==> config.mk <==
export PLATFORM = sky130hd
export DESIGN_NAME = bgr_to_nv12_converter
export DESIGN_NICKNAME = d
export VERILOG_FILES = /design/src/rtl/b2n_pkg.sv /design/src/rtl/b2n_csc.sv /design/src/rtl/bgr_to_nv12_converter.sv
export SDC_FILE = /design/constraint.sdc
export NUM_CORES = 1
export LEC_CHECK = 0
export BUFFER_PORTS_ARGS = -buffer_cell sky130_fd_sc_hd__buf_2
export CORE_MARGIN = 5
export CORE_UTILIZATION = 27
export DETAILED_ROUTE_END_ITERATION = 12
export PLACE_DENSITY_LB_ADDON = 0.08
export SYNTH_ARGS = -nofsm -noshare
export SYNTH_HDL_FRONTEND = slang
export SYNTH_SLANG_ARGS = --single-unit
==> constraint.sdc <==
create_clock -name clk -period 5.19 [get_ports clk]
set_clock_uncertainty 0.15 [all_clocks]
set_input_delay 1.2975 -clock clk [delete_from_list [all_inputs] [get_ports clk]]
set_output_delay 1.2975 -clock clk [all_outputs]
set_load 0.005 [all_outputs]
==> src/rtl/b2n_pkg.sv <==
// ----------------------------------------------------------------------------
// b2n_pkg
// Shared constants for the BGR to NV12 converter: register indexes, field
// widths, reset values and the BT.601 video-range coefficients.
// ----------------------------------------------------------------------------
package b2n_pkg;

    // Frame size limit and register width
    localparam int MaxDimDefault = 4096;
    localparam int CfgDataW      = 13;
    localparam int CfgIndexW     = 2;

    // Register indexes
    localparam logic [CfgIndexW-1:0] RegFrameWidth  = 2'd0;
    localparam logic [CfgIndexW-1:0] RegFrameHeight = 2'd1;

    // Register reset values
    localparam logic [CfgDataW-1:0] FrameWidthReset  = 13'd1920;
    localparam logic [CfgDataW-1:0] FrameHeightReset = 13'd1080;

    // Pixel and plane offset widths
    localparam int PixW       = 8;
    localparam int LumaAddrW  = 24;
    localparam int ChromaAddrW = 23;

    // Signed accumulator width for the color sums
    localparam int SumW = 18;

    // BT.601 video-range coefficients
    localparam logic signed [SumW-1:0] CoefYR = 18'sd66;
    localparam logic signed [SumW-1:0] CoefYG = 18'sd129;
    localparam logic signed [SumW-1:0] CoefYB = 18'sd25;
    localparam logic signed [SumW-1:0] CoefUR = -18'sd38;
    localparam logic signed [SumW-1:0] CoefUG = -18'sd74;
    localparam logic signed [SumW-1:0] CoefUB = 18'sd112;
    localparam logic signed [SumW-1:0] CoefVR = 18'sd112;
    localparam logic signed [SumW-1:0] CoefVG = -18'sd94;
    localparam logic signed [SumW-1:0] CoefVB = -18'sd18;
    localparam logic signed [SumW-1:0] RoundHalf = 18'sd128;

    // Output offsets
    localparam logic [PixW-1:0] LumaBias   = 8'd16;
    localparam logic [PixW-1:0] ChromaBias = 8'd128;

endpackage

==> src/rtl/b2n_csc.sv <==
// ----------------------------------------------------------------------------
// b2n_csc
// Color space conversion of one BGR pixel to Y, U and V (BT.601, video
// range) with rounding and arithmetic shift. Pure combinational logic.
// ----------------------------------------------------------------------------
module b2n_csc (
    input  logic [b2n_pkg::PixW-1:0] blue,
    input  logic [b2n_pkg::PixW-1:0] green,
    input  logic [b2n_pkg::PixW-1:0] red,
    output logic [b2n_pkg::PixW-1:0] luma,
    output logic [b2n_pkg::PixW-1:0] chroma_u,
    output logic [b2n_pkg::PixW-1:0] chroma_v
);

    logic signed [b2n_pkg::SumW-1:0] blue_s;
    logic signed [b2n_pkg::SumW-1:0] green_s;
    logic signed [b2n_pkg::SumW-1:0] red_s;
    logic signed [b2n_pkg::SumW-1:0] y_sum;
    logic signed [b2n_pkg::SumW-1:0] u_sum;
    logic signed [b2n_pkg::SumW-1:0] v_sum;
    logic signed [b2n_pkg::SumW-1:0] y_shift;
    logic signed [b2n_pkg::SumW-1:0] u_shift;
    logic signed [b2n_pkg::SumW-1:0] v_shift;

    // Zero-extend the components into the signed sum width
    assign blue_s  = {{(b2n_pkg::SumW-b2n_pkg::PixW){1'b0}}, blue};
    assign green_s = {{(b2n_pkg::SumW-b2n_pkg::PixW){1'b0}}, green};
    assign red_s   = {{(b2n_pkg::SumW-b2n_pkg::PixW){1'b0}}, red};

    // Weighted sums with the rounding half added
    assign y_sum = b2n_pkg::CoefYR * red_s + b2n_pkg::CoefYG * green_s
                 + b2n_pkg::CoefYB * blue_s + b2n_pkg::RoundHalf;
    assign u_sum = b2n_pkg::CoefUR * red_s + b2n_pkg::CoefUG * green_s
                 + b2n_pkg::CoefUB * blue_s + b2n_pkg::RoundHalf;
    assign v_sum = b2n_pkg::CoefVR * red_s + b2n_pkg::CoefVG * green_s
                 + b2n_pkg::CoefVB * blue_s + b2n_pkg::RoundHalf;

    // Floor divide by 256, then add the bias and keep eight bits
    assign y_shift = y_sum >>> 8;
    assign u_shift = u_sum >>> 8;
    assign v_shift = v_sum >>> 8;

    assign luma     = y_shift[b2n_pkg::PixW-1:0] + b2n_pkg::LumaBias;
    assign chroma_u = u_shift[b2n_pkg::PixW-1:0] + b2n_pkg::ChromaBias;
    assign chroma_v = v_shift[b2n_pkg::PixW-1:0] + b2n_pkg::ChromaBias;

endmodule

==> src/rtl/bgr_to_nv12_converter.sv <==
// A result is loaded into the output register when its pixel request is accepted.
// Throughput: one pixel per cycle; the single output register sets the rate,
// and a new pixel is taken whenever that register is empty or being drained.
// Reset (rst_n low, asynchronous): position and plane offsets go to zero,
// frame size returns to 1920 x 1080, the output register is emptied.
// ----------------------------------------------------------------------------
// bgr_to_nv12_converter
// Streams BGR pixels in raster order and emits Y with its luma-plane offset
// and, on even rows and columns, U/V with their interleaved UV-plane offset.
// ----------------------------------------------------------------------------
module bgr_to_nv12_converter #(
    parameter int MAX_DIM = b2n_pkg::MaxDimDefault
) (
    input  logic        clk,
    input  logic        rst_n,

    // Configuration write channel
    input  logic                             cfg_valid,
    output logic                             cfg_ready,
    input  logic [b2n_pkg::CfgIndexW-1:0]    cfg_index,
    input  logic [b2n_pkg::CfgDataW-1:0]     cfg_data,

    // Pixel input
    input  logic        s_tvalid,
    output logic        s_tready,
    input  logic [23:0] s_tdata,   // blue[7:0], green[15:8], red[23:16]

    // Result output
    output logic        m_tvalid,
    input  logic        m_tready,
    output logic [71:0] m_tdata,   // luma[7:0], luma_addr[31:8], chroma_u[39:32],
                                   // chroma_v[47:40], chroma_addr[70:48], zero[71]
    output logic        m_tuser,   // chroma_valid[0]
    output logic        m_tlast    // frame_end
);

    localparam int CntW = $clog2(MAX_DIM);
    localparam int DimW = $clog2(MAX_DIM + 1);
    localparam int CmpW = (DimW > b2n_pkg::CfgDataW) ? DimW : b2n_pkg::CfgDataW;
    localparam int PixW = b2n_pkg::PixW;
    localparam int LaW  = b2n_pkg::LumaAddrW;
    localparam int CaW  = b2n_pkg::ChromaAddrW;

    // Configuration registers
    logic [b2n_pkg::CfgDataW-1:0] frame_width_reg;
    logic [b2n_pkg::CfgDataW-1:0] frame_height_reg;

    // Position state
    logic [CntW-1:0] col_reg, col_next;
    logic [CntW-1:0] row_reg, row_next;
    logic [LaW-1:0]  luma_off_reg, luma_off_next;
    logic [CaW-1:0]  chroma_off_reg, chroma_off_next;

    // Output register
    logic            out_valid_reg;
    logic [PixW-1:0] luma_reg;
    logic [LaW-1:0]  luma_addr_reg;
    logic            chroma_valid_reg;
    logic [PixW-1:0] chroma_u_reg;
    logic [PixW-1:0] chroma_v_reg;
    logic [CaW-1:0]  chroma_addr_reg;
    logic            frame_end_reg;

    logic            s_accept;
    logic [CmpW-1:0] width_masked;
    logic [CmpW-1:0] height_ext;
    logic [CmpW-1:0] eff_width;
    logic [CmpW-1:0] eff_height;
    logic            last_col;
    logic            last_row;
    logic            chroma_pos;
    logic [PixW-1:0] csc_luma;
    logic [PixW-1:0] csc_u;
    logic [PixW-1:0] csc_v;

    // Accept a pixel request when the output register is free or draining
    assign s_tready = !out_valid_reg || m_tready;
    assign s_accept = s_tvalid && s_tready;
    assign cfg_ready = 1'b1;

    // Store register writes; unknown indexes are dropped
    always_ff @(posedge clk or negedge rst_n)
    begin
        if (!rst_n)
        begin
            frame_width_reg  <= b2n_pkg::FrameWidthReset;
            frame_height_reg <= b2n_pkg::FrameHeightReset;
        end
        else if (cfg_valid && cfg_ready)
        begin
            unique case (cfg_index)
                b2n_pkg::RegFrameWidth:  frame_width_reg  <= cfg_data;
                b2n_pkg::RegFrameHeight: frame_height_reg <= cfg_data;
                default: ;
            endcase
        end
    end

    // Round the width down to a multiple of 16 and clamp the frame size to the supported range
    always_comb
    begin
        width_masked = CmpW'({frame_width_reg[b2n_pkg::CfgDataW-1:4], 4'b0000});
        height_ext   = CmpW'(frame_height_reg);
        if (width_masked < CmpW'(16))
            eff_width = CmpW'(16);
        else if (width_masked > CmpW'(MAX_DIM))
            eff_width = CmpW'(MAX_DIM);
        else
            eff_width = width_masked;
        if (height_ext < CmpW'(1))
            eff_height = CmpW'(1);
        else if (height_ext > CmpW'(MAX_DIM))
            eff_height = CmpW'(MAX_DIM);
        else
            eff_height = height_ext;
    end

    assign last_col   = CmpW'(col_reg) >= (eff_width - CmpW'(1));
    assign last_row   = CmpW'(row_reg) >= (eff_height - CmpW'(1));
    assign chroma_pos = !col_reg[0] && !row_reg[0];

    // Advance the raster position and plane offsets
    always_comb
    begin
        col_next        = col_reg;
        row_next        = row_reg;
        luma_off_next   = luma_off_reg;
        chroma_off_next = chroma_off_reg;
        if (s_accept)
        begin
            luma_off_next = luma_off_reg + LaW'(1);
            if (chroma_pos)
                chroma_off_next = chroma_off_reg + CaW'(2);
            if (last_col)
            begin
                col_next = '0;
                if (last_row)
                begin
                    row_next        = '0;
                    luma_off_next   = '0;
                    chroma_off_next = '0;
                end
                else
                begin
                    row_next = row_reg + CntW'(1);
                end
            end
            else
            begin
                col_next = col_reg + CntW'(1);
            end
        end
    end

    always_ff @(posedge clk or negedge rst_n)
    begin
        if (!rst_n)
        begin
            col_reg        <= '0;
            row_reg        <= '0;
            luma_off_reg   <= '0;
            chroma_off_reg <= '0;
        end
        else
        begin
            col_reg        <= col_next;
            row_reg        <= row_next;
            luma_off_reg   <= luma_off_next;
            chroma_off_reg <= chroma_off_next;
        end
    end

    // Color conversion
    b2n_csc u_csc (
        .blue     (s_tdata[7:0]),
        .green    (s_tdata[15:8]),
        .red      (s_tdata[23:16]),
        .luma     (csc_luma),
        .chroma_u (csc_u),
        .chroma_v (csc_v)
    );

    // Hold the output valid until the result is taken
    always_ff @(posedge clk or negedge rst_n)
    begin
        if (!rst_n)
            out_valid_reg <= 1'b0;
        else if (s_accept)
            out_valid_reg <= 1'b1;
        else if (m_tready)
            out_valid_reg <= 1'b0;
    end

    // Load the result payload on each accepted request
    always_ff @(posedge clk)
    begin
        if (s_accept)
        begin
            luma_reg         <= csc_luma;
            luma_addr_reg    <= luma_off_reg;
            chroma_valid_reg <= chroma_pos;
            chroma_u_reg     <= chroma_pos ? csc_u : '0;
            chroma_v_reg     <= chroma_pos ? csc_v : '0;
            chroma_addr_reg  <= chroma_pos ? chroma_off_reg : '0;
            frame_end_reg    <= last_col && last_row;
        end
    end

    assign m_tvalid = out_valid_reg;
    assign m_tdata  = {1'b0, chroma_addr_reg, chroma_v_reg, chroma_u_reg,
                       luma_addr_reg, luma_reg};
    assign m_tuser  = chroma_valid_reg;
    assign m_tlast  = frame_end_reg;

`ifndef SYNTHESIS
    // An accepted request always leaves a result waiting
    assert property (@(posedge clk) disable iff (!rst_n)
        s_accept |=> m_tvalid)
    else $error("accepted pixel produced no result");

    // The last pixel of a frame returns the position to the frame start
    assert property (@(posedge clk) disable iff (!rst_n)
        s_accept && last_col && last_row |=>
            col_reg == '0 && row_reg == '0 && luma_off_reg == '0 && chroma_off_reg == '0)
    else $error("position not reset after frame end");

    // Inside a frame the luma offset steps by one per pixel
    assert property (@(posedge clk) disable iff (!rst_n)
        s_accept && !(last_col && last_row) |=>
            luma_off_reg == $past(luma_off_reg) + LaW'(1))
    else $error("luma offset did not advance by one");

    // Without chroma, the chroma fields of a result are zero
    assert property (@(posedge clk) disable iff (!rst_n)
        m_tvalid && !m_tuser |->
            chroma_u_reg == '0 && chroma_v_reg == '0 && chroma_addr_reg == '0)
    else $error("chroma fields set on a luma-only result");
`endif

endmodule

==> metrics.txt, run 1 <==
outcome finished, violations left; failing checks negative setup slack; hold_buf cts 0; WL met1 between 15000 and 20000 um; post-route non-filler standard cell count between 2000 and 3000; Final Cycle Share 122%; number of buffers added on ports ~120; Yosys top cell area share 23.8%; clk sinks ~170; Post-Route WL around 43000 um; H-tree Lvls 4; Psw 7420 uW; Setup Slack @ Placement -1.91 ns; synth unique cells 73; Iter 0 DRT Violations around 280; final hold viol count 0; Crit. End Element flip-flop; fraction of registers with async set or reset after synthesis around 56%; critical setup path kind in -> reg; fraction of layout cells with a size suffix above 1 35.1%; static leakage between 0.01 and 0.015 uW; # IOs 121; nets@finish 2410; initial antenna violation count 1; FP Rows 89; data required time of the worst path 5.26 ns; number of flops mapped to enable cells by yosys between 70 and 80; CP Data Arrival Time approximately 6.4 ns; Multi-input gate area approximately 12000 um2; worst slew pin tran around 0.9 ns; Synth area leader ha_1; Syn Inst Count around 1600; Final setup viols 24; Die W roughly 250 um; WL/cell about 16 um; Avg Vias per Cell around 4.4; first-pass GRT wire length approximately 69000 um; top_reg_cell synth dfrtp_1; reg2reg start frame_height_reg[7]; switching part of the total 40.0%; Slew Limit Fails 0; max-cap violations 0; placed cell count roughly 2700; WL met3 approximately 950 um; Critical-path top delay cell fa_1; synthesized cell area about 16000 um2; Syn Area/Cell slightly above 10 um2; max incr delay on CP 0.51 ns; Final ANT Viol Nets 0; fmax between 0.15 and 0.2 GHz; VDD IR-drop max just over 800 uV; combinational fraction of design power a little over 80%; number of synthesized register bits 165; RSZ-0062 raised after global routing yes; met2 wire len 22500 um; Layout area overhead 37.2%; largest net degree at the start of global routing 46; vias in the first global route between 10000 and 15000; critical hold path startpoint luma_off_reg[23]; Vias between 10000 and 15000; Reg power frac approximately a tenth; final worst slack -1.14 ns; residual DRC count 0; delay-heaviest family, CP adder cells; Remaining Overflow, GRT 0; Hold Path Class reg -> reg; fillcell total 5978; crit-path max FO 3; Die Y-Extent between 200 and 300 um; Pwr per Cell Area 839 nW/um2; fin util 37.4%; post-route minimum period approximately 6.3 ns; CP Buf/Inv Count 6; routability cong. 0.796; yosys warns 0; P_int 11100 uW; CP Launch Type input port; clk_lat worst skew around 0.46 ns; most common cell after layout, fill and taps aside buf_4; post-DP HPWL 36300 um; Hold Slack 0.332 ns; DR top layer met4; max_slew headroom ~38%; clock tree from TritonCTS built; router iterations before antenna repair 6; Core Region slightly below 60000 um2; top post-synthesis cells by area ha_1 24%, edfxtp_1 13%, dfrtp_1 13%; clk buf depth 2; launch point of the worst path s_tdata[4]; Total GRT Usage ~14%; Seq/Total Area, Yosys between 20% and 30%; FF+latch area 4500 um2; Starting Density a little over a quarter; DIE AREA around 65000 um2; clock power share approximately 7%; commonest non-fill, non-tap cells in the layout 232 x buf_4, 231 x ha_1, 189 x inv_1; clk root buf clkbuf_16; clk slew on worst S/H paths approximately 0.070 ns; Num CTS Buffers 17; Fin Setup TNS -17.48 ns
-- cells in the mapped netlist (3+ instances only) --
| cell | instances |
|---|---|
| and3_1 | 20 |
| a211oi_1 | 5 |
| buf_4 | 4 |
| a22o_1 | 3 |
| o41ai_2 | 4 |
| inv_2 | 3 |
| dfrtp_1 | 85 |
| o211ai_1 | 3 |
| o21ai_0 | 39 |
| nor3_1 | 17 |
| ha_1 | 307 |
| clkbuf_1 | 10 |
| or2_2 | 4 |
| a21oi_1 | 66 |
| inv_1 | 224 |
| buf_6 | 6 |
| edfxtp_1 | 72 |
| nand2_1 | 55 |
| buf_2 | 6 |
| xor2_1 | 59 |
| fa_1 | 99 |
| nand3_1 | 31 |
| a31oi_1 | 8 |
| nand2b_1 | 27 |
| nor2b_1 | 19 |
| mux2_2 | 22 |
| nor2_1 | 111 |
| o31ai_1 | 9 |
| dfstp_2 | 8 |
| o21ai_1 | 30 |
| o21a_1 | 9 |
| or3_1 | 11 |
| o21bai_1 | 21 |
| a21o_1 | 17 |
| and4_1 | 7 |
| nor4_1 | 5 |
| a31o_1 | 3 |
| nand4_1 | 7 |
| and2_1 | 31 |
| xnor2_1 | 67 |
| nor3b_1 | 5 |
-- metal layers --
metal  track usage (%)  vias to the layer above
li1                  -                     6117
met1              17.4                     5878
met2              24.9                      111
met3              2.19                       24
met4              2.84                        0
met5                 0                        -
-- cells by family (layout without fill, tap and decap cells) --
| kind of cell | after synthesis | in the layout | share of synthesized area, % |
|---|---|---|---|
| buffers and inverters | 254 | 648 | 6.33 |
| muxes | 24 | 24 | 1.66 |
| other | 2 | 4 | 0.0466 |
| adders and majority gates | 406 | 406 | 36.1 |
| DFF | 165 | 165 | 27.9 |
| xor gates and xnor gates | 126 | 126 | 6.85 |
| AOI/OAI and AO/OA | 238 | 238 | 9.47 |
| and+or+nand+nor | 363 | 363 | 11.6 |
-- power by group through the flow --
stage / logic, uW / clock network (uW) / registers (uW)
2_1_floorplan: 7460 / 0 / 1980
3_3_place_gp: 12100 / 0 / 2010
3_5_place_dp: 12200 / 0 / 2010
4_1_cts: 14700 / 1380 / 1980
5_1_grt: 17000 / 1430 / 2010
6_report: 15300 / 1320 / 1970
-- through the flow --
step | total power (uW) | instance area, um2
floorplan | 9440 | 17000
global placement | 14100 | 20200
detailed placement | 14200 | 20200
CTS | 18000 | 21700
global route | 20400 | 22100
finish | 18500 | 22100
-- repair_timing --
| action | 4_1_cts | 5_1_grt |
|---|---|---|
| setup endpoints to repair | 24 | 24 |
| setup buffers | 26 | 18 |
| gates resized for setup | 146 | 72 |
| pin swaps | 113 | 97 |
-- final timing paths --
check                      slack [ns]  cells past startpoint             endpoint
setup / recovery                -1.14                     26          luma_reg[6]
hold / removal                   0.33                      0    luma_addr_reg[23]
setup reg to reg                 0.58                     21      luma_off_reg[3]
hold reg to reg                  0.33                      0    luma_addr_reg[23]
max in group asynchronous        3.31                      2  frame_height_reg[5]
min in group asynchronous        0.69                      1      luma_off_reg[9]
-- cell type report --
cell class / count / area share [%]
multi-input combinational: 1160 / 55.4
sequential: 165 / 20.3
timing repair buffer: 389 / 13.2
tap: 773 / 4.37
inverter: 227 / 3.97
clock buffer: 19 / 1.96
clock inverter: 13 / 0.758
antenna: 1 / 0.0113
(Power assumes the default switching activity.)
==> run 2, diff against run 1 <==
--- a/config.mk
+++ b/config.mk
@@ -5,7 +5,7 @@
 export SDC_FILE = /design/constraint.sdc
 export NUM_CORES = 1
 export LEC_CHECK = 0
-export BUFFER_PORTS_ARGS = -buffer_cell sky130_fd_sc_hd__buf_2
+export BUFFER_PORTS_ARGS = -buffer_cell sky130_fd_sc_hd__buf_4
 export CORE_MARGIN = 5
 export CORE_UTILIZATION = 27
 export DETAILED_ROUTE_END_ITERATION = 12
==> metrics.txt, run 2 (synthesized netlist as in run 1, its figures left out) <==
Num CTS Buffers 17; worst slew pin tran 0.926 ns; post-route non-filler standard cell count 2726; clock tree from TritonCTS built; critical path, cell by cell buf_12, ha_4, ha_4, fa_1, ha_4, a21oi_2, o21bai_1, a21oi_2, o21bai_1, a21oi_1, xnor2_1, ha_1, inv_2, fa_1, inv_1, fa_1, ha_2, or3_1, or3_4, a31o_4, xor2_1, ha_2, xor2_2, xnor2_1; WL/cell between 15 and 20 um; nets@finish between 2000 and 2500; # IOs approximately 120; met2 wire len approximately 22000 um; Die W 254 um; ANT cells 0; Hold Path Class reg -> reg; Remaining Overflow, GRT 0; clk sinks roughly 170; Post-Route WL 43400 um; CP Buf/Inv Count 3; Die Y-Extent between 200 and 300 um; fin util 37.5%; CP Data Arrival Time 6.50 ns; Crit. End Element flip-flop; initial antenna violation count 0; first-pass GRT wire length roughly 70000 um; WL met1 a little under 20000 um; fmax 0.155 GHz; Core Region slightly below 60000 um2; max incr delay on CP 0.59 ns; Critical-path top delay cell fa_1; vias in the first global route ~13000; DR top layer met4; fraction of layout cells with a size suffix above 1 34.8%; router iterations before antenna repair 4; Final ANT Viol Nets 0; final hold viol count 0; commonest non-fill, non-tap cells in the layout 333 x buf_4, 236 x ha_1, 190 x inv_1; outcome finished, violations left; RSZ-0062 raised after global routing yes; Layout area overhead 37.5%; post-DP HPWL 36200 um; delay-heaviest family, CP adder cells; H-tree Lvls 4; routability cong. between 0.8 and 0.9; clk root buf clkbuf_16; Final Cycle Share 124%; number of buffers added on ports between 100 and 150; Vias 12000; post-route minimum period 6.43 ns; crit-path max FO 4; max-cap violations 0; FP Rows 89; most common cell after layout, fill and taps aside buf_4; Iter 0 DRT Violations between 300 and 400; failing checks negative setup slack; max_slew headroom about two fifths; DIE AREA 64700 um2; clk buf depth 2; clk_lat worst skew between 0.4 and 0.5 ns; data required time of the worst path 5.26 ns; Total GRT Usage approximately 14%; WL met3 approximately 830 um; clk slew on worst S/H paths approximately 0.07 ns; Slew Limit Fails 0; Fin Setup TNS -16.48 ns; largest net degree at the start of global routing around 70; final worst slack -1.24 ns; placed cell count around 2700; critical setup path kind in -> reg; Starting Density between 20% and 30%; Final setup viols 24; residual DRC count 0; CP Launch Type input port; Avg Vias per Cell ~4.4
==> run 2: cell count changes in the layout (fill, tap and decap cells not counted), moves of 3 or more <==
cell	delta
nor2_2	+3
buf_6	-17
buf_2	-103
xor2_2	+6
xnor2_4	+3
ha_4	-5
buf_4	+101
ha_1	+5
inv_6	+3
xor2_1	-4
==> run 2: through the flow <==
step / setup slack [ns] / cell area, um2 / hold WS, ns
after floorplan: -1.44 / 17000 / 0.296
after global placement: -1.84 / 20400 / 0.313
after detailed placement: -1.91 / 20400 / 0.318
after CTS: -1.15 / 21600 / 0.336
after global routing: -1.45 / 22200 / 0.344
final: -1.24 / 22200 / 0.335
==> run 2: layout make-up <==
cell class              instances  area (um2)
inverters                     227         875
well taps                     773         967
fillers                      5930       37000
flip-flops and latches        165        4500
clock inverters                14         186
multi-input cells            1160       12200
repair buffers                369        2970
clock buffers                  18         429
==> run 2: metal layers <==
layer  vias to the layer above  track usage (%)
li1                       6079                -
met1                      5781             17.8
met5                         -                0
met2                       101             24.5
met3                        25             2.01
met4                         0             3.24
==> run 2: repair_timing <==
item / 4_1_cts / 5_1_grt
gates cloned: 0 / 0
gates resized for setup: 99 / 85
hold buffers: 0 / 0
setup buffers: 15 / 16
setup endpoints to repair: 24 / 24
pin swaps: 91 / 100
==> run 2: final timing paths <==
path                       slack [ns]                 from  cells past startpoint            endpoint
min in group asynchronous        0.80                rst_n                      1    luma_off_reg[11]
min reg2reg                      0.34     luma_off_reg[23]                      0   luma_addr_reg[23]
max in group asynchronous        3.16                rst_n                      2  chroma_off_reg[21]
max reg2reg                      0.45  frame_height_reg[7]                     20         row_reg[11]
min                              0.34     luma_off_reg[23]                      0   luma_addr_reg[23]
max                             -1.24           s_tdata[3]                     24         luma_reg[6]
Power of run 2 is left out: the tool's default activity adds up to more than one toggle a clock period on the data nets, which glitch-free logic cannot reach.
